**src/hw/rtl/bpl_pkg.sv**
```systemverilog
package bpl_pkg;

    // List dimensions
    localparam int CAPACITY = 8;
    localparam int WORD_W   = 32;
    localparam int POS_W    = 4;
    localparam int LEN_W    = 4;
    localparam int CNT_W    = $clog2(CAPACITY + 1);
    localparam int IDX_W    = $clog2(CAPACITY);
    localparam int CMP_W    = (CNT_W > POS_W) ? CNT_W : POS_W;

    // Request operation codes
    typedef enum logic [2:0] {
        OP_READ   = 3'd0,
        OP_INSERT = 3'd1,
        OP_UPDATE = 3'd2,
        OP_DELETE = 3'd3,
        OP_CLEAR  = 3'd4
    } op_t;

    typedef struct packed {
        op_t                      op;
        logic [POS_W-1:0]         position;
        logic signed [WORD_W-1:0] word_in;
    } req_t;

    typedef struct packed {
        logic                     ok;
        logic signed [WORD_W-1:0] word_out;
        logic [LEN_W-1:0]         length;
    } res_t;

endpackage

```
**src/hw/rtl/bpl_store.sv**
```systemverilog
module bpl_store (
    input  logic          aclk,
    input  logic          aresetn,
    input  logic          commit,
    input  bpl_pkg::req_t req,
    output bpl_pkg::res_t res
);
    import bpl_pkg::*;

    logic signed [WORD_W-1:0] ent_reg  [CAPACITY];
    logic signed [WORD_W-1:0] ent_next [CAPACITY];
    logic [CNT_W-1:0]         count_reg;
    logic [CNT_W-1:0]         count_next;
    logic [CMP_W-1:0]         pos_ext;
    logic [CMP_W-1:0]         cnt_ext;
    logic                     in_range;
    logic                     full;
    logic                     ok;
    logic signed [WORD_W-1:0] rd_word;
    logic [CNT_W+LEN_W-1:0]   len_wide;

    assign pos_ext  = CMP_W'(req.position);
    assign cnt_ext  = CMP_W'(count_reg);
    assign in_range = pos_ext < cnt_ext;
    assign full     = count_reg == CNT_W'(CAPACITY);

    // Decode the request and work out the shifted store in parallel
    always_comb begin
        ok         = 1'b0;
        rd_word    = '0;
        count_next = count_reg;
        for (int i = 0; i < CAPACITY; i++) begin
            ent_next[i] = ent_reg[i];
        end
        unique case (req.op)
            OP_READ: begin
                if (in_range) begin
                    ok      = 1'b1;
                    rd_word = ent_reg[pos_ext[IDX_W-1:0]];
                end
            end
            OP_INSERT: begin
                if (!full && pos_ext <= cnt_ext) begin
                    ok = 1'b1;
                    for (int i = 1; i < CAPACITY; i++) begin
                        if (CMP_W'(i) > pos_ext) begin
                            ent_next[i] = ent_reg[i-1];
                        end
                    end
                    for (int i = 0; i < CAPACITY; i++) begin
                        if (CMP_W'(i) == pos_ext) begin
                            ent_next[i] = req.word_in;
                        end
                    end
                    count_next = CNT_W'(count_reg + 1'b1);
                end
            end
            OP_UPDATE: begin
                if (in_range) begin
                    ok = 1'b1;
                    for (int i = 0; i < CAPACITY; i++) begin
                        if (CMP_W'(i) == pos_ext) begin
                            ent_next[i] = req.word_in;
                        end
                    end
                end
            end
            OP_DELETE: begin
                if (in_range) begin
                    ok = 1'b1;
                    for (int i = 0; i < CAPACITY - 1; i++) begin
                        if (CMP_W'(i) >= pos_ext) begin
                            ent_next[i] = ent_reg[i+1];
                        end
                    end
                    count_next = CNT_W'(count_reg - 1'b1);
                end
            end
            OP_CLEAR: begin
                ok         = 1'b1;
                count_next = '0;
            end
            default: begin
            end
        endcase
    end

    // Report length as the count masked to the field width
    assign len_wide     = {{LEN_W{1'b0}}, count_next};
    assign res.ok       = ok;
    assign res.word_out = rd_word;
    assign res.length   = len_wide[LEN_W-1:0];

    // Hold the words until a request commits
    always_ff @(posedge aclk) begin
        if (commit) begin
            for (int i = 0; i < CAPACITY; i++) begin
                ent_reg[i] <= ent_next[i];
            end
        end
    end

    always_ff @(posedge aclk) begin
        if (!aresetn) begin
            count_reg <= '0;
        end else if (commit) begin
            count_reg <= count_next;
        end
    end

`ifndef ASSERT_OFF
    a_count_bound: assert property (@(posedge aclk) disable iff (!aresetn)
        count_reg <= CNT_W'(CAPACITY))
        else $error("list count above capacity");

    a_insert_grows: assert property (@(posedge aclk) disable iff (!aresetn)
        (commit && req.op == OP_INSERT && ok)
        |=> (count_reg == CNT_W'($past(count_reg) + 1'b1)))
        else $error("successful insert did not grow the list by one");

    a_clear_empties: assert property (@(posedge aclk) disable iff (!aresetn)
        (commit && req.op == OP_CLEAR) |=> (count_reg == '0))
        else $error("clear left entries in the list");
`endif

endmodule

```
**src/hw/rtl/bounded_positional_list.sv**
```systemverilog
// Channel   Direction  Ports                                     Handshake
// request   in         s_operation, s_position, s_word_in        s_valid / s_ready
// result    out        m_ok, m_word_out, m_length                m_valid / m_ready
//
// One request per cycle sustained while m_ready holds; a result passes through the request
// register and then the result register. The rate is set by the register store, which shifts every entry at once.
// Reset (aresetn low, synchronous) empties the list and both stage registers.
// A stalled result holds; the request register still takes one more transfer.
module bounded_positional_list (
    input  logic                              aclk,
    input  logic                              aresetn,
    input  logic                              s_valid,
    output logic                              s_ready,
    input  logic [2:0]                        s_operation,
    input  logic [bpl_pkg::POS_W-1:0]         s_position,
    input  logic signed [bpl_pkg::WORD_W-1:0] s_word_in,
    output logic                              m_valid,
    input  logic                              m_ready,
    output logic                              m_ok,
    output logic signed [bpl_pkg::WORD_W-1:0] m_word_out,
    output logic [bpl_pkg::LEN_W-1:0]         m_length
);
    import bpl_pkg::*;

    logic in_valid_reg;
    req_t req_reg;
    logic out_valid_reg;
    res_t res_reg;
    res_t res_comb;
    logic advance;

    // Move the held request into the result register when that is free or being read out
    assign advance = in_valid_reg && (!out_valid_reg || m_ready);
    assign s_ready = !in_valid_reg || advance;

    bpl_store u_store (
        .aclk    (aclk),
        .aresetn (aresetn),
        .commit  (advance),
        .req     (req_reg),
        .res     (res_comb)
    );

    // Request register
    always_ff @(posedge aclk) begin
        if (!aresetn) begin
            in_valid_reg <= 1'b0;
        end else if (s_ready) begin
            in_valid_reg <= s_valid;
        end
    end

    always_ff @(posedge aclk) begin
        if (s_valid && s_ready) begin
            req_reg.op       <= op_t'(s_operation);
            req_reg.position <= s_position;
            req_reg.word_in  <= s_word_in;
        end
    end

    // Result register
    always_ff @(posedge aclk) begin
        if (!aresetn) begin
            out_valid_reg <= 1'b0;
        end else if (advance) begin
            out_valid_reg <= 1'b1;
        end else if (m_ready) begin
            out_valid_reg <= 1'b0;
        end
    end

    always_ff @(posedge aclk) begin
        if (advance) begin
            res_reg <= res_comb;
        end
    end

    assign m_valid    = out_valid_reg;
    assign m_ok       = res_reg.ok;
    assign m_word_out = res_reg.word_out;
    assign m_length   = res_reg.length;

`ifndef ASSERT_OFF
    a_ready_when_empty: assert property (@(posedge aclk) disable iff (!aresetn)
        (!out_valid_reg || !in_valid_reg) |-> s_ready)
        else $error("request side stalled with room in the pipeline");

    a_advance_loads: assert property (@(posedge aclk) disable iff (!aresetn)
        advance |=> out_valid_reg)
        else $error("committed request produced no result");

    a_reject_zero: assert property (@(posedge aclk) disable iff (!aresetn)
        (m_valid && !m_ok) |-> (m_word_out == '0))
        else $error("rejected request returned a word");
`endif

endmodule
```
**config.mk**
```make
export PLATFORM = sky130hd
export DESIGN_NAME = bounded_positional_list
export DESIGN_NICKNAME = d
export VERILOG_FILES = /design/src/hw/rtl/bpl_pkg.sv /design/src/hw/rtl/bpl_store.sv /design/src/hw/rtl/bounded_positional_list.sv
export SDC_FILE = /design/constraint.sdc
export NUM_CORES = 1
export LEC_CHECK = 0
export BUFFER_PORTS_ARGS = -buffer_cell sky130_fd_sc_hd__buf_2
export CAP_MARGIN = 20
export CORE_MARGIN = 2
export CORE_UTILIZATION = 45
export DETAILED_ROUTE_END_ITERATION = 10
export SLEW_MARGIN = 40
export SYNTH_ARGS = -nofsm -noshare
export SYNTH_HDL_FRONTEND = slang
export SYNTH_HIERARCHICAL = 1
export SYNTH_SLANG_ARGS = --single-unit
```
**constraint.sdc**
```tcl
create_clock -name aclk -period 11.2 [get_ports aclk]
set_input_delay 0.56 -clock aclk [delete_from_list [all_inputs] [get_ports aclk]]
set_output_delay 0.56 -clock aclk [all_outputs]
set_load 0.02 [all_outputs]
```
==> results_dict.tcl, run 1 <==
set metrics [dict create \
    synth_top_family_by_area "multiplexers" \
    overflow 0 \
    worstMarginPinSlew_ps 840 \
    fin_util 0.514 \
    finalCritPeriodShare 0.336 \
    p_leak_nw 6.62 \
    ys_seq_area_frac 0.591 \
    clock_power_share 0.419 \
    setup_tns_ps 0 \
    ys_warn_count 6 \
    h-tree-depth 2 \
    post-route-min-period_ps 3760 \
    fillers 3305 \
    slowest_stage "buf_4" \
    finalNetCount 1491 \
    place_hpwl_um 27000 \
    synth_most_common_cell "nor2_1" \
    num_vias 12300 \
    crit_top_cell "buf_4" \
    coreArea_mm2 0.0375 \
    cell_internal_pwr_mw 2.25 \
    synth_area_leaders "edfxtp_1, mux4_2, nor2_1" \
    hold_violations 0 \
    synthMuxAreaShare 0.144 \
    rsz0062_at_grt "false" \
    synth-xor-area-share 0.000513 \
    power_density_mw_per_mm2 154 \
    synth_common_cells "nor2_1, edfxtp_1, o22ai_1" \
    max_freq_ghz 0.266 \
    arrival_ps 3970 \
    critPathLaunchType "flop" \
    ant_nets 0 \
    grt_pass1_wl_um 72100 \
    cap_violations 0 \
    cts_sinks 338 \
    antenna_cells 0 \
    ys_types 55 \
    worst_ep_required_time_ps 11410 \
    clk_latency_ps 550 \
    ios 82 \
    share_seq_of_total_power 0.489 \
    fp.dieW_um 199 \
    async_flop_share 0 \
    hold_path.class "input pin to flop" \
    synth_fp_nets 1465 \
    slew_headroom 0.440 \
    portBuffers 81 \
    status "finished clean" \
    finalSetupViolations 0 \
    synth_seq_cells 338 \
    root_buffer "clkbuf_16" \
    grt_pass1_vias 11800 \
    largest_register_ffs 256 \
    initial_utilization 0.456 \
    drt_iter0_markers 1638 \
    drc 0 \
    drv_slew 0 \
    area_growth_pct 12.9 \
    peakVddDrop_mv 0.0872 \
    antenna_found_initial 0 \
    syn_inst 1416 \
    max_stage_delay_ps 640 \
    holdBufCountCts 0 \
    cts_resized 0 \
    grt_max_degree 86 \
    row_count 71 \
    die_h_um 199 \
    switching_share 0.239 \
    clkSlewWorstSetupHoldPaths_ps 60 \
    first_pass_iters 7 \
    numCtsBuffers 39 \
    synth_top_area_frac 0.583 \
    synth_compound_area_frac 0.109 \
    cts_setup_buffers 0 \
    synth_fa_ha_area_frac 0.00439 \
    power.net_switching_uw 707 \
    drive_gt1_frac 0.202 \
    synth-main-ff-cell "edfxtp_1" \
    syn_area_per_cell_um2 12.1 \
    synth_edf_count 332 \
    die_area_mm2 0.0395 \
    clk_path_buf_depth 3 \
    synth_simple_gate_area_share 0.107 \
    worst-path-max-fanout 40 \
    path_cells "buf_4 > ha_1 > nand4_1 > a21oi_1 > a31o_2 > nand2_1 > a21o_1 > a21oi_4 > buf_4" \
    p_comb_frac 0.092 \
    viasPerCell 6.18 \
    wl_um 47700 \
    crit_type "flop to flop" \
    yosysTopAreaCell "edfxtp_1" \
    routabilityCongestion 0.862 \
    syn_area_mm2 0.0171 \
    skew_ps 11.0 \
    cts_tree "done" \
    grt_usage 0.244 \
    worstSetupEndpointType "flop" \
    wl_per_cell_um 24.1 \
]
-- cell type report --
cell class,count,area (µm²),share of cell area
clock buffer,50,1060,0.0550
tap,511,639,0.0332
sequential,338,10100,0.523
inverter,41,154,0.00798
timing repair buffer,118,752,0.0390
clock inverter,19,161,0.00837
multi-input combinational,904,6430,0.333
-- through the flow --
stage	instances	hold slack, ps	power, mW	cell area, µm²	setup slack [ps]
after floorplan	1416	524	1.65	17100	4710
after global placement	1906	514	1.73	17900	7480
after detailed placement	1910	539	1.74	18000	7460
after CTS	1979	163	2.98	19300	7430
after global routing	1981	169	3.06	19300	7300
final	1981	183	2.96	19300	7440
-- routing by layer --
metal	GRT usage	routed length, µm	part of all wire	vias to the layer above
li1	-	-	-	5403
met1	0.345	20100	0.42	6115
met2	0.387	22100	0.46	657
met3	0.0395	4400	0.092	75
met4	0.0771	1060	0.022	0
met5	0	0	0	-
-- critical path, delay by kind of cell, from the launching register on --
| kind | cells | cell delay, ps |
|---|---|---|
| buf+inv | 2 | 1130 |
| compound gates | 4 | 1440 |
| flops | 1 | 320 |
| simple gates | 2 | 200 |
| fa+ha+maj | 1 | 290 |
-- power groups by stage --
| stage | sequential, mW | combinational, mW | clock (mW) |
|---|---|---|---|
| 5_1_grt | 1.45 | 0.293 | 1.31 |
| 3_5_place_dp | 1.47 | 0.270 | 0 |
| 2_1_floorplan | 1.46 | 0.191 | 0 |
| 3_3_place_gp | 1.47 | 0.261 | 0 |
| 6_report | 1.45 | 0.273 | 1.24 |
| 4_1_cts | 1.45 | 0.270 | 1.27 |
-- final timing paths --
path	from	to	slack, ps	depth (start not counted)
worst max-delay path	req_reg[34]	u_store/ent_reg[6][11]	7440	9
worst max register to register	req_reg[34]	u_store/ent_reg[6][11]	7440	9
worst min-delay path	s_word_in[24]	req_reg[24]	180	1
worst min register to register	m_valid	in_valid_reg	540	2
-- cell families (layout without fill, tap and decap cells) --
kind of cell | after synthesis | after routing
DFF | 338 | 338
buffers and inverters | 174 | 228
adders and majority gates | 6 | 6
AOI/OAI and AO/OA | 279 | 279
xor gates and xnor gates | 1 | 1
muxes | 161 | 161
and+or+nand+nor | 457 | 457
-- layout by cell type, fill, tap and decap left out, types with 2 or more instances in the layout --
| master | Yosys | final |
|---|---|---|
| a31o_2 | 2 | 2 |
| buf_4 | 9 | 28 |
| inv_1 | 41 | 41 |
| a31oi_4 | 0 | 4 |
| a21oi_1 | 16 | 12 |
| clkbuf_1 | 66 | 9 |
| buf_2 | 50 | 81 |
| nor2b_1 | 4 | 3 |
| a222oi_1 | 32 | 32 |
| o21ai_4 | 0 | 3 |
| o211ai_1 | 3 | 3 |
| nor3_1 | 8 | 6 |
| dfxtp_1 | 6 | 6 |
| o32ai_1 | 3 | 3 |
| clkinv_1 | 0 | 9 |
| o21ai_0 | 12 | 12 |
| mux4_2 | 64 | 64 |
| nand2_1 | 52 | 51 |
| a21oi_4 | 0 | 5 |
| clkinv_2 | 0 | 6 |
| nand2b_1 | 4 | 4 |
| and2_1 | 2 | 2 |
| buf_8 | 0 | 5 |
| nor2_4 | 1 | 4 |
| mux2i_1 | 65 | 65 |
| nor2b_4 | 1 | 2 |
| o21ai_1 | 31 | 29 |
| clkbuf_16 | 0 | 41 |
| nor2_1 | 370 | 367 |
| buf_6 | 3 | 3 |
| edfxtp_1 | 332 | 332 |
| bufinv_16 | 0 | 3 |
| o22ai_1 | 160 | 160 |
| mux2_2 | 31 | 31 |
| nor3_2 | 0 | 2 |
| ha_1 | 6 | 6 |
| a31oi_1 | 5 | 3 |
| nand3_1 | 5 | 5 |
Power figures use the tool's default switching activity.
==> run 2, diff against run 1 <==
Clock period 11.2 ns to 3.4 ns, I/O delays scaled along.
==> run 2 against run 1 <==
Net effect: fmax grew 29%; clock skew rose by 9.2 ps; register-to-register slack lost 7000 ps; hold slack better by 140 ps; critical path type unchanged; sequential cell count did not move; wire length grew 1.2%; clock-buffer cell count decreased by 6; highest routed layer unchanged; global-route usage is 0.38 points higher; first-iteration DRC count up 12%; non-clock buffer count is 54 higher; critical path depth decreased by 1; setup slack worse by 7000 ps; largest power group unchanged.
==> results_dict.tcl, run 2 (synthesized netlist as in run 1, its figures left out) <==
set metrics [dict create \
    status "finished clean" \
    drv_slew 0 \
    critPathLaunchType "flop" \
    setup_ws_ps 475 \
    crit_type "flop to flop" \
    max_freq_ghz 0.342 \
    clk_path_buf_depth 3 \
    hold_violations 0 \
    clk_latency_ps 550 \
    met3_usage 0.0473 \
    cts_tree "done" \
    finalCritPeriodShare 0.860 \
    multi_input_area_mm2 0.00644 \
    num_vias 12500 \
    cap_violations 0 \
    setup_tns_ps 0 \
    row_count 71 \
    area_growth_pct 17.1 \
    p_leak_nw 6.97 \
    drc 0 \
    hold_path.class "input pin to flop" \
    drive_gt1_frac 0.205 \
    fin_util 0.534 \
    initial_utilization 0.456 \
    ant_nets 0 \
    wl_per_cell_um 23.7 \
    final_common_cell "nor2_1" \
    whs_ps 327 \
    worst-path-max-fanout 22 \
    arrival_ps 3110 \
    post_dp_cell_area_mm2 0.0183 \
    met1_usage 0.364 \
    finalSetupViolations 0 \
    die_area_mm2 0.0395 \
    slew_headroom 0.443 \
    holdBufCountCts 43 \
    min-delay-start "s_word_in[24]" \
    power_density_mw_per_mm2 501 \
    overflow 0 \
    fp.dieW_um 199 \
    grt_usage 0.247 \
    h-tree-depth 2 \
    skew_ps 20.3 \
    fin_area_mm2 0.0200 \
    grt_max_degree 97 \
    antenna_cells 0 \
    cts_setup_buffers 0 \
    worstSetupEndpointType "flop" \
    cts_resized 0 \
    first_pass_iters 6 \
    grt_pass1_wl_um 74300 \
    coreArea_mm2 0.0375 \
    numCtsBuffers 39 \
    antenna_found_initial 0 \
    dpl_worst_slack_ps 520 \
    worst_ep_required_time_ps 3590 \
    ios 82 \
    grt_pass1_vias 12200 \
    busiest_layer "met2" \
    wl_um 48300 \
    fillers 3249 \
    cts_sinks 338 \
    use_met2 0.380 \
    root_buffer "clkbuf_16" \
    r2r-start "u_store/cnt_ext[3]" \
    place_hpwl_um 27900 \
    post-route-min-period_ps 2930 \
    crit_start "u_store/cnt_ext[3]" \
    regArea_mm2 0.0101 \
    worstMarginPinSlew_ps 832 \
    clkSlewWorstSetupHoldPaths_ps 60 \
    report.power.total_mw 10.0 \
    routabilityCongestion 0.852 \
    rsz0062_at_grt "false" \
    peakVddDrop_mv 0.342 \
    drt_iter0_markers 1842 \
    viasPerCell 6.14 \
    final_cell_mix "nor2_1, edfxtp_1, o22ai_1" \
    largest_register_ffs 256 \
    portBuffers 81 \
    die_h_um 199 \
    place_inst 1923 \
    finalNetCount 1545 \
    stdcell_count 2036 \
]
-- run 2: critical path, cell delays in order, from the launching register on --
cell	delay [ps]
dfxtp_1	350
inv_1	100
ha_1	330
a21oi_1	400
a31o_2	290
nand2_1	60
a21o_1	390
a21oi_4	220
buf_4	410
-- run 2: area by class of cell --
cell class | instances | area share
sequential | 338 | 0.504
multi-input combinational | 904 | 0.322
timing repair buffer | 172 | 0.0696
clock buffer | 44 | 0.0508
tap | 511 | 0.0319
clock inverter | 26 | 0.0141
inverter | 41 | 0.00769
-- run 2: path summary, 6_finish.rpt --
kind,endpoint,cells after the start,slack (ps)
worst min register to register,u_store/cnt_ext[1],2,580
worst max register to register,u_store/ent_reg[1][10],8,470
worst max-delay path,u_store/ent_reg[1][10],8,470
worst min-delay path,req_reg[24],2,330
-- run 2: power by group --
| group | internal [mW] | switching, mW | total, mW |
|---|---|---|---|
| combinational | 0.381 | 0.578 | 0.958 |
| clock | 2.60 | 1.71 | 4.31 |
| sequential | 4.68 | 0.0889 | 4.77 |
| total | 7.66 | 2.37 | 10.0 |
-- run 2: layer usage --
metal / vias up / share of wire
met3: 61 / 0.10
met4: 0 / 0.017
met5: - / 0
met2: 699 / 0.45
met1: 6221 / 0.43
li1: 5513 / -
